<file path="src/design/lrukv_pkg.sv">
`timescale 1ns / 1ps
// ----------------------------------------------------------------------------
// lrukv_pkg
// Shared types and constants for the LRU key/value cache.
// ----------------------------------------------------------------------------
package lrukv_pkg;

    localparam int DEFAULT_MAX_ENTRIES = 16;

    localparam int KEY_W = 32;
    localparam int VAL_W = 32;
    localparam int CAP_W = 5;

    localparam logic [CAP_W-1:0] CAP_RESET  = 5'd16;
    localparam logic [VAL_W-1:0] MISS_VALUE = '1;

    localparam logic CMD_GET = 1'b0;
    localparam logic CMD_PUT = 1'b1;

    // controller -> datapath
    typedef struct packed {
        logic load;     // capture the incoming request
        logic lookup;   // match keys, start the value read
        logic update;   // commit ranks, entries and result
    } ctrl_cmd_t;

    // datapath -> controller
    typedef struct packed {
        logic req_get;  // request held is a get
        logic out_busy; // result register full and not taken this cycle
    } dp_status_t;

endpackage

</file>
<file path="src/design/lru_key_value_cache_core.sv">
`timescale 1ns / 1ps
// A get passes the lookup state (key match) and the update state (rank update),
// then its result is registered. A new request is taken when idle or in update,
// so it waits for both; a get stalls in update while the last result is unread.
// Reset: entries invalid, ranks and occupancy zero, capacity 16; keys and
// values are left as they are and need no clearing pass.
// ----------------------------------------------------------------------------
// lru_key_value_cache_core
// Fully associative key/value cache with least-recently-used replacement.
// ----------------------------------------------------------------------------
module lru_key_value_cache_core
#(
    parameter int MAX_ENTRIES = lrukv_pkg::DEFAULT_MAX_ENTRIES
)
(
    input  logic                                clk,
    input  logic                                rst_n,
    input  logic                                cfg_wr_en,
    input  logic [lrukv_pkg::CAP_W-1:0]         cfg_wr_data,   // capacity
    input  logic                                s_tvalid,
    output logic                                s_tready,
    input  logic [lrukv_pkg::KEY_W+lrukv_pkg::VAL_W-1:0] s_tdata, // key, value
    input  logic [0:0]                          s_tuser,       // cmd
    output logic                                m_tvalid,
    input  logic                                m_tready,
    output logic [lrukv_pkg::VAL_W-1:0]         m_tdata,       // read_value
    output logic [0:0]                          m_tuser        // hit
);

    localparam int IDX_W = (MAX_ENTRIES > 1) ? $clog2(MAX_ENTRIES) : 1;
    localparam int CNT_W = $clog2(MAX_ENTRIES + 1);

    lrukv_pkg::ctrl_cmd_t  cmd;
    lrukv_pkg::dp_status_t sts;
    logic [CNT_W-1:0]      occupancy;
    logic [MAX_ENTRIES-1:0] match_vec;
    logic                  res_hit;

    lrukv_ctrl u_ctrl
    (
        .clk      (clk),
        .rst_n    (rst_n),
        .s_tvalid (s_tvalid),
        .s_tready (s_tready),
        .sts      (sts),
        .cmd      (cmd)
    );

    lrukv_dp
    #(
        .MAX_ENTRIES (MAX_ENTRIES),
        .IDX_W       (IDX_W),
        .CNT_W       (CNT_W)
    )
    u_dp
    (
        .clk         (clk),
        .rst_n       (rst_n),
        .cmd         (cmd),
        .sts         (sts),
        .cfg_wr_en   (cfg_wr_en),
        .cfg_wr_data (cfg_wr_data),
        .req_cmd_in  (s_tuser[0]),
        .req_key_in  (s_tdata[lrukv_pkg::KEY_W-1:0]),
        .req_val_in  (s_tdata[lrukv_pkg::KEY_W+lrukv_pkg::VAL_W-1:lrukv_pkg::KEY_W]),
        .m_tready    (m_tready),
        .m_tvalid    (m_tvalid),
        .res_hit     (res_hit),
        .res_value   (m_tdata),
        .occupancy   (occupancy),
        .match_vec   (match_vec)
    );

    assign m_tuser = res_hit;

    // keys stay unique among valid entries
    a_unique_match: assert property (@(posedge clk) disable iff (!rst_n)
        $onehot0(match_vec))
        else $error("more than one entry matches the key");

    a_occ_bound: assert property (@(posedge clk) disable iff (!rst_n)
        occupancy <= CNT_W'(MAX_ENTRIES))
        else $error("occupancy above table size");

    a_occ_step: assert property (@(posedge clk) disable iff (!rst_n)
        (occupancy == $past(occupancy)) || (occupancy == $past(occupancy) + CNT_W'(1)))
        else $error("occupancy moved by more than one");

    // a request always passes its lookup state without taking another
    a_no_back_to_back: assert property (@(posedge clk) disable iff (!rst_n)
        (s_tvalid && s_tready) |=> !s_tready)
        else $error("request taken during lookup");

endmodule

</file>
<file path="src/design/lrukv_ctrl.sv">
`timescale 1ns / 1ps
// ----------------------------------------------------------------------------
// lrukv_ctrl
// Sequencer for accept, lookup and update of one request at a time.
// ----------------------------------------------------------------------------
module lrukv_ctrl
(
    input  logic                   clk,
    input  logic                   rst_n,
    input  logic                   s_tvalid,
    output logic                   s_tready,
    input  lrukv_pkg::dp_status_t  sts,
    output lrukv_pkg::ctrl_cmd_t   cmd
);

    localparam logic [1:0] ST_IDLE   = 2'd0;
    localparam logic [1:0] ST_LOOKUP = 2'd1;
    localparam logic [1:0] ST_UPDATE = 2'd2;

    logic [1:0] state_reg;
    logic [1:0] state_next;
    logic       stall;
    logic       accept;

    // a get cannot finish while the previous result still sits unread
    assign stall    = sts.req_get && sts.out_busy;
    assign s_tready = (state_reg == ST_IDLE) || ((state_reg == ST_UPDATE) && !stall);
    assign accept   = s_tvalid && s_tready;

    assign cmd.load   = accept;
    assign cmd.lookup = (state_reg == ST_LOOKUP);
    assign cmd.update = (state_reg == ST_UPDATE) && !stall;

    always_comb
    begin
        state_next = state_reg;
        case (state_reg)
            ST_IDLE:
            begin
                if (accept)
                begin
                    state_next = ST_LOOKUP;
                end
            end
            ST_LOOKUP:
            begin
                state_next = ST_UPDATE;
            end
            ST_UPDATE:
            begin
                if (!stall)
                begin
                    state_next = accept ? ST_LOOKUP : ST_IDLE;
                end
            end
            default:
            begin
                state_next = ST_IDLE;
            end
        endcase
    end

    always_ff @(posedge clk or negedge rst_n)
    begin
        if (!rst_n)
        begin
            state_reg <= ST_IDLE;
        end
        else
        begin
            state_reg <= state_next;
        end
    end

endmodule

</file>
<file path="src/design/lrukv_dp.sv">
`timescale 1ns / 1ps
// ----------------------------------------------------------------------------
// lrukv_dp
// Entry table: per-entry key match, recency ranks, value memory, result reg.
// ----------------------------------------------------------------------------
module lrukv_dp
#(
    parameter int MAX_ENTRIES = lrukv_pkg::DEFAULT_MAX_ENTRIES,
    parameter int IDX_W       = (MAX_ENTRIES > 1) ? $clog2(MAX_ENTRIES) : 1,
    parameter int CNT_W       = $clog2(MAX_ENTRIES + 1)
)
(
    input  logic                          clk,
    input  logic                          rst_n,
    input  lrukv_pkg::ctrl_cmd_t          cmd,
    output lrukv_pkg::dp_status_t         sts,
    input  logic                          cfg_wr_en,
    input  logic [lrukv_pkg::CAP_W-1:0]   cfg_wr_data,
    input  logic                          req_cmd_in,
    input  logic [lrukv_pkg::KEY_W-1:0]   req_key_in,
    input  logic [lrukv_pkg::VAL_W-1:0]   req_val_in,
    input  logic                          m_tready,
    output logic                          m_tvalid,
    output logic                          res_hit,
    output logic [lrukv_pkg::VAL_W-1:0]   res_value,
    output logic [CNT_W-1:0]              occupancy,
    output logic [MAX_ENTRIES-1:0]        match_vec
);

    localparam int RANK_W = IDX_W;
    localparam int CMP_W  = (CNT_W > lrukv_pkg::CAP_W) ? CNT_W : lrukv_pkg::CAP_W;

    // request
    logic                        req_cmd_reg;
    logic [lrukv_pkg::KEY_W-1:0] req_key_reg;
    logic [lrukv_pkg::VAL_W-1:0] req_val_reg;

    // entry table
    logic [lrukv_pkg::KEY_W-1:0] key_reg   [MAX_ENTRIES];
    logic [MAX_ENTRIES-1:0]      valid_reg;
    logic [MAX_ENTRIES-1:0]      valid_next;
    logic [RANK_W-1:0]           rank_reg  [MAX_ENTRIES];
    logic [RANK_W-1:0]           rank_next [MAX_ENTRIES];
    logic [CNT_W-1:0]            occ_reg;
    logic [CNT_W-1:0]            occ_next;
    logic [lrukv_pkg::CAP_W-1:0] cap_reg;

    logic [lrukv_pkg::VAL_W-1:0] val_mem [MAX_ENTRIES];
    logic [lrukv_pkg::VAL_W-1:0] rd_data_reg;

    // lookup results
    logic                        hit_c;
    logic [IDX_W-1:0]            hit_idx_c;
    logic                        free_c;
    logic [IDX_W-1:0]            free_idx_c;
    logic [IDX_W-1:0]            victim_idx_c;
    logic [CMP_W-1:0]            cap_eff_c;
    logic                        full_c;
    logic [IDX_W-1:0]            ins_idx_c;

    logic                        lk_hit_reg;
    logic [IDX_W-1:0]            lk_hit_idx_reg;
    logic [RANK_W-1:0]           lk_hit_rank_reg;
    logic                        lk_full_reg;
    logic [IDX_W-1:0]            lk_victim_reg;
    logic [IDX_W-1:0]            lk_ins_reg;

    logic                        out_valid_reg;
    logic                        out_hit_reg;
    logic [lrukv_pkg::VAL_W-1:0] out_value_reg;

    logic                        req_get;
    logic                        ins_en;
    logic                        mem_we;
    logic [IDX_W-1:0]            mem_waddr;

    assign req_get      = (req_cmd_reg == lrukv_pkg::CMD_GET);
    assign sts.req_get  = req_get;
    assign sts.out_busy = out_valid_reg && !m_tready;

    always_ff @(posedge clk)
    begin
        if (cmd.load)
        begin
            req_cmd_reg <= req_cmd_in;
            req_key_reg <= req_key_in;
            req_val_reg <= req_val_in;
        end
    end

    // ---- lookup: per-entry compare and encoders ----
    always_comb
    begin
        hit_c        = 1'b0;
        hit_idx_c    = '0;
        free_c       = 1'b0;
        free_idx_c   = '0;
        victim_idx_c = '0;
        // walk downward so the lowest index wins
        for (int i = MAX_ENTRIES - 1; i >= 0; i--)
        begin
            match_vec[i] = valid_reg[i] && (key_reg[i] == req_key_reg);
            if (match_vec[i])
            begin
                hit_c     = 1'b1;
                hit_idx_c = IDX_W'(i);
            end
            if (!valid_reg[i])
            begin
                free_c     = 1'b1;
                free_idx_c = IDX_W'(i);
            end
            // ranks are dense, so the oldest entry holds occupancy - 1
            if (valid_reg[i] && (CNT_W'(rank_reg[i]) == occ_reg - CNT_W'(1)))
            begin
                victim_idx_c = IDX_W'(i);
            end
        end
    end

    always_comb
    begin
        if (cap_reg == '0)
        begin
            cap_eff_c = CMP_W'(1);
        end
        else if (CMP_W'(cap_reg) > CMP_W'(MAX_ENTRIES))
        begin
            cap_eff_c = CMP_W'(MAX_ENTRIES);
        end
        else
        begin
            cap_eff_c = CMP_W'(cap_reg);
        end
        full_c = (CMP_W'(occ_reg) >= cap_eff_c);
        // after eviction the lowest free slot is the lower of the two
        if (full_c && !(free_c && (free_idx_c < victim_idx_c)))
        begin
            ins_idx_c = victim_idx_c;
        end
        else
        begin
            ins_idx_c = free_idx_c;
        end
    end

    always_ff @(posedge clk)
    begin
        if (cmd.lookup)
        begin
            lk_hit_reg      <= hit_c;
            lk_hit_idx_reg  <= hit_idx_c;
            lk_hit_rank_reg <= rank_reg[hit_idx_c];
            lk_full_reg     <= full_c;
            lk_victim_reg   <= victim_idx_c;
            lk_ins_reg      <= ins_idx_c;
            rd_data_reg     <= val_mem[hit_idx_c];
        end
    end

    // ---- update: ranks, valid bits, keys, values ----
    assign ins_en    = cmd.update && !req_get && !lk_hit_reg;
    assign mem_we    = cmd.update && !req_get;
    assign mem_waddr = lk_hit_reg ? lk_hit_idx_reg : lk_ins_reg;

    always_comb
    begin
        valid_next = valid_reg;
        occ_next   = occ_reg;
        for (int i = 0; i < MAX_ENTRIES; i++)
        begin
            rank_next[i] = rank_reg[i];
        end
        if (cmd.update && lk_hit_reg)
        begin
            for (int i = 0; i < MAX_ENTRIES; i++)
            begin
                if (valid_reg[i] && (rank_reg[i] < lk_hit_rank_reg))
                begin
                    rank_next[i] = rank_reg[i] + RANK_W'(1);
                end
                if (IDX_W'(i) == lk_hit_idx_reg)
                begin
                    rank_next[i] = '0;
                end
            end
        end
        else if (ins_en)
        begin
            for (int i = 0; i < MAX_ENTRIES; i++)
            begin
                if (lk_full_reg && (IDX_W'(i) == lk_victim_reg))
                begin
                    valid_next[i] = 1'b0;
                    rank_next[i]  = '0;
                end
                else if (valid_reg[i])
                begin
                    rank_next[i] = rank_reg[i] + RANK_W'(1);
                end
                if (IDX_W'(i) == lk_ins_reg)
                begin
                    valid_next[i] = 1'b1;
                    rank_next[i]  = '0;
                end
            end
            if (!lk_full_reg)
            begin
                occ_next = occ_reg + CNT_W'(1);
            end
        end
    end

    always_ff @(posedge clk or negedge rst_n)
    begin
        if (!rst_n)
        begin
            valid_reg <= '0;
            occ_reg   <= '0;
            cap_reg   <= lrukv_pkg::CAP_RESET;
            for (int i = 0; i < MAX_ENTRIES; i++)
            begin
                rank_reg[i] <= '0;
            end
        end
        else
        begin
            valid_reg <= valid_next;
            occ_reg   <= occ_next;
            for (int i = 0; i < MAX_ENTRIES; i++)
            begin
                rank_reg[i] <= rank_next[i];
            end
            // capacity only changes while the table is empty
            if (cfg_wr_en && (occ_reg == '0))
            begin
                cap_reg <= cfg_wr_data;
            end
        end
    end

    always_ff @(posedge clk)
    begin
        for (int i = 0; i < MAX_ENTRIES; i++)
        begin
            if (ins_en && (IDX_W'(i) == lk_ins_reg))
            begin
                key_reg[i] <= req_key_reg;
            end
        end
    end

    always_ff @(posedge clk)
    begin
        if (mem_we)
        begin
            val_mem[mem_waddr] <= req_val_reg;
        end
    end

    // ---- result register ----
    always_ff @(posedge clk or negedge rst_n)
    begin
        if (!rst_n)
        begin
            out_valid_reg <= 1'b0;
        end
        else if (cmd.update && req_get)
        begin
            out_valid_reg <= 1'b1;
        end
        else if (m_tready)
        begin
            out_valid_reg <= 1'b0;
        end
    end

    always_ff @(posedge clk)
    begin
        if (cmd.update && req_get)
        begin
            out_hit_reg   <= lk_hit_reg;
            out_value_reg <= lk_hit_reg ? rd_data_reg : lrukv_pkg::MISS_VALUE;
        end
    end

    assign m_tvalid  = out_valid_reg;
    assign res_hit   = out_hit_reg;
    assign res_value = out_value_reg;
    assign occupancy = occ_reg;

endmodule

</file>
<file path="config.mk">
export PLATFORM = sky130hd
export DESIGN_NAME = lru_key_value_cache_core
export DESIGN_NICKNAME = d
export VERILOG_FILES = /design/src/design/lrukv_pkg.sv /design/src/design/lru_key_value_cache_core.sv /design/src/design/lrukv_ctrl.sv /design/src/design/lrukv_dp.sv
export SDC_FILE = /design/constraint.sdc
export NUM_CORES = 2
export LEC_CHECK = 0
export BUFFER_PORTS_ARGS = -buffer_cell sky130_fd_sc_hd__buf_2
export CORE_MARGIN = 5
export CORE_UTILIZATION = 23
export DETAILED_ROUTE_END_ITERATION = 7
export HOLD_SLACK_MARGIN = 0.02
export PLACE_DENSITY = 0.34
export SLEW_MARGIN = 30
export SYNTH_ARGS = -nofsm -noshare
export SYNTH_HDL_FRONTEND = slang
export SYNTH_SLANG_ARGS = --single-unit
</file>
<file path="constraint.sdc">
create_clock -name clk -period 6.1 [get_ports clk]
set_input_delay 1.22 -clock clk [delete_from_list [all_inputs] [get_ports clk]]
set_output_delay 1.22 -clock clk [all_outputs]
set_load 0.01 [all_outputs]
</file>
==> reports/summary.txt <==
status - complete, no violations
async set or reset register ratio after synthesis - 7.352%
Cell Int Power - 15.48 mW
sw power - 5.612 mW
CTS root buffer - clkbuf_16
Cell Area, Synth - 56,500 um^2
Post-synth EDFFs - 1,172
# IOs - 110
LEAKAGE - 22.18 nW
Worst-path clk slew - 60 ps
placed cell areas - 62,410 um^2
TritonCTS clock tree - yes
# port buffers - 109
register area share after synthesis - 66.41%
CP Launch Type - flip-flop
GR Layer Usage met2 - 24.68%
top post-synthesis cells by area - edfxtp_1, xor2_1, dfrtp_1, mux2i_1, xnor2_1
Gate power share - 10.4%
Rel. slew slack - 31.72%
M1 GR Usage - 20.33%
syn_area_per_cell - 14.62 um^2
clk sinks - 1,265
Max VDD drop - 0.2147 mV
top post-synthesis cells by count - edfxtp_1, xor2_1, nor2_1
Fillers - 24,833
Die Area - 255,700 um^2
Die Ht - 505.6 um
Syn Inst Count - 3,865
H-tree Lvls - 4
critical path endpoint category - flip-flop
worst-margin pin slew - 1024 ps
Crit Path Max Fanout - 22
cell with the most instances after synthesis - edfxtp_1
post_cts resized - 0
Tmin final - 5449 ps
Switching Share - 26.61%
Final Slew Violations - 0
GRT busiest layer - met2
final WL - 193.3 mm
Die W - 505.6 um
MaxCap Viol Count - 0
NumNets Final - 4,307
Iteration-0 DRC Markers - 2,433
TritonCTS buffer count - 154
number of global-route vias before repair - 34,113
Tcrit/Tclk final - 89.33%
fraction of layout instances using a drive strength above 1 - 15.13%
cts hold-fix bufs - 0
Clock Skews - 42.23 ps
top cell type's share of synthesized area - 62.29%
Seq cells post-synth - 1,265
Routed Antenna Nets - 0
Final TNS setup - 0 ps
Finished Cell Area - 67,230 um^2
initial antenna violation count - 15
Finish-stage setup viols - 0
r2r startpoint - u_dp.req_key_reg[5]
HPWL after DPL - 123.6 mm
met3 Use GR - 1.995%
largest area contributor in the netlist - edfxtp_1
Reg power frac - 47.9%
grt ovf - 0
Required @ worst endpoint - 6660 ps
via/cell ratio - 4.434
clk buf depth - 3
Worst R2R Setup Slack - 650 ps
post-synth cell types - 77
Max Clk Rate - 183.5 MHz
RSZ-0062 raised after global routing - false
largest net degree at the start of global routing - 57
Row Count - 182
final hold viol count - 0
FF-to-FF path depth - 13
core area - 245,300 um^2
Post-CTS Repair Setup Buffers - 0
PwrDens - 313.7 nW/um^2
worst skew pair latency - 810 ps
drt first pass iters - 5
wire per inst - 25.76 um
capture point of the worst reg-to-reg path - u_dp.lk_hit_rank_reg[3]
YS warnings - 0
critical setup path kind - reg2reg
starting density of the core - 23.04%
all-layer global routing usage - 14.79%
Most used DFF post-synth - edfxtp_1
Clock Power Share - 41.7%
critical path arrival - 6010 ps
first-pass GRT wire length - 271.5 mm
Via Count - 33,264
synthesis-to-finish area growth - 19.00%
Final Wtd Congestion - 0.7723
Worst Hold Class - in2async
DRC - 0
Syn Nets - 4,015
[final cells by class]
class / instances / area (um^2) / area share, %
Sequential cell: 1265 / 37520 / 55.81
Multi-Input combinational cell: 2379 / 18040 / 26.84
Clock buffer: 201 / 4061 / 6.041
Tap cell: 3220 / 4029 / 5.992
Timing Repair Buffer: 313 / 2716 / 4.040
Clock inverter: 73 / 674.4 / 1.003
Inverter: 44 / 167.7 / 0.2494
Antenna cell: 7 / 17.52 / 0.02605
[power by group through the flow]
stage                     sequential, mW  clock, mW  combinational [mW]
final                               10.1       8.80                2.19
after global routing                10.1       9.46                2.43
after global placement              10.3          0                2.22
after CTS                           10.1       9.11                2.25
after detailed placement            10.3          0                2.24
after floorplan                     10.1          0                1.34
[critical path: stages, from the launching register on]
cell	delay, ps
edfxtp_1	860
buf_4	520
xor2_1	190
nor4b_1	340
nand4_1	150
or4_1	610
nand2_1	210
nor3b_1	210
a311o_2	790
buf_4	410
mux2_1	350
nor2_1	90
a211oi_1	50
or3_1	350
[stage by stage]
step	utilization [%]	power, mW	cells	setup WS [ps]	hold slack (ps)
2_1_floorplan	-	11.45	3865	1444	477.3
3_3_place_gp	25.32	12.51	7207	475.2	483.4
3_5_place_dp	25.45	12.51	7219	684.8	486.0
4_1_cts	27.38	21.46	7493	680.5	490.6
5_1_grt	27.41	22.02	7498	422.8	425.1
6_report	27.41	21.09	7502	651.1	414.4
[routing by layer]
layer  vias up  wire length (um)  part of all wire (%)
met1     17185             90890                    47
met5         -                 0                     0
met3       207              6034                   3.1
met2       571             92610                    48
met4         0              3735                   1.9
li1      15301                 -                     -
[kinds of logic after synthesis]
family	synth area share (%)
XOR/XNOR	9.662
AND/OR/NAND/NOR	9.724
flip-flops	66.41
buffers and inverters	2.168
multiplexers	5.762
AO/OA/AOI/OAI	4.611
adder cells (fa/ha/maj)	1.661
[worst max path at each step]
stage	startpoint	end	depth (start not counted)
5_1_grt	u_dp.req_key_reg[5]	u_dp.lk_hit_rank_reg[1]	13
2_1_floorplan	u_dp.occupancy[0]	u_dp.lk_ins_reg[1]	18
3_5_place_dp	u_dp.req_key_reg[5]	u_dp.lk_hit_rank_reg[3]	13
6_report	u_dp.req_key_reg[5]	u_dp.lk_hit_rank_reg[3]	13
4_1_cts	u_dp.req_key_reg[5]	u_dp.lk_hit_rank_reg[3]	13
3_3_place_gp	u_dp.req_key_reg[27]	u_dp.lk_hit_rank_reg[1]	13
[placed cells by master, fill, tap and decap left out, types with 38 or more instances in the layout]
cell type,Yosys,final
a211oi_1,73,73
a21oi_1,68,66
and3_1,40,40
buf_2,71,108
buf_4,29,158
clkbuf_1,46,45
clkbuf_16,0,155
dfrtp_1,92,92
edfxtp_1,1172,1172
ha_1,75,75
inv_1,43,40
mux2_1,46,46
mux2_2,40,40
mux2i_1,182,182
nand2_1,124,123
nand2b_1,82,82
nand3_1,60,60
nand4_1,106,106
nor2_1,214,180
nor3_1,46,46
nor4_1,163,161
o21ai_0,95,94
or3_1,38,38
xnor2_1,170,169
xor2_1,443,442
Note: power is estimated with default switching activity, not from simulation.
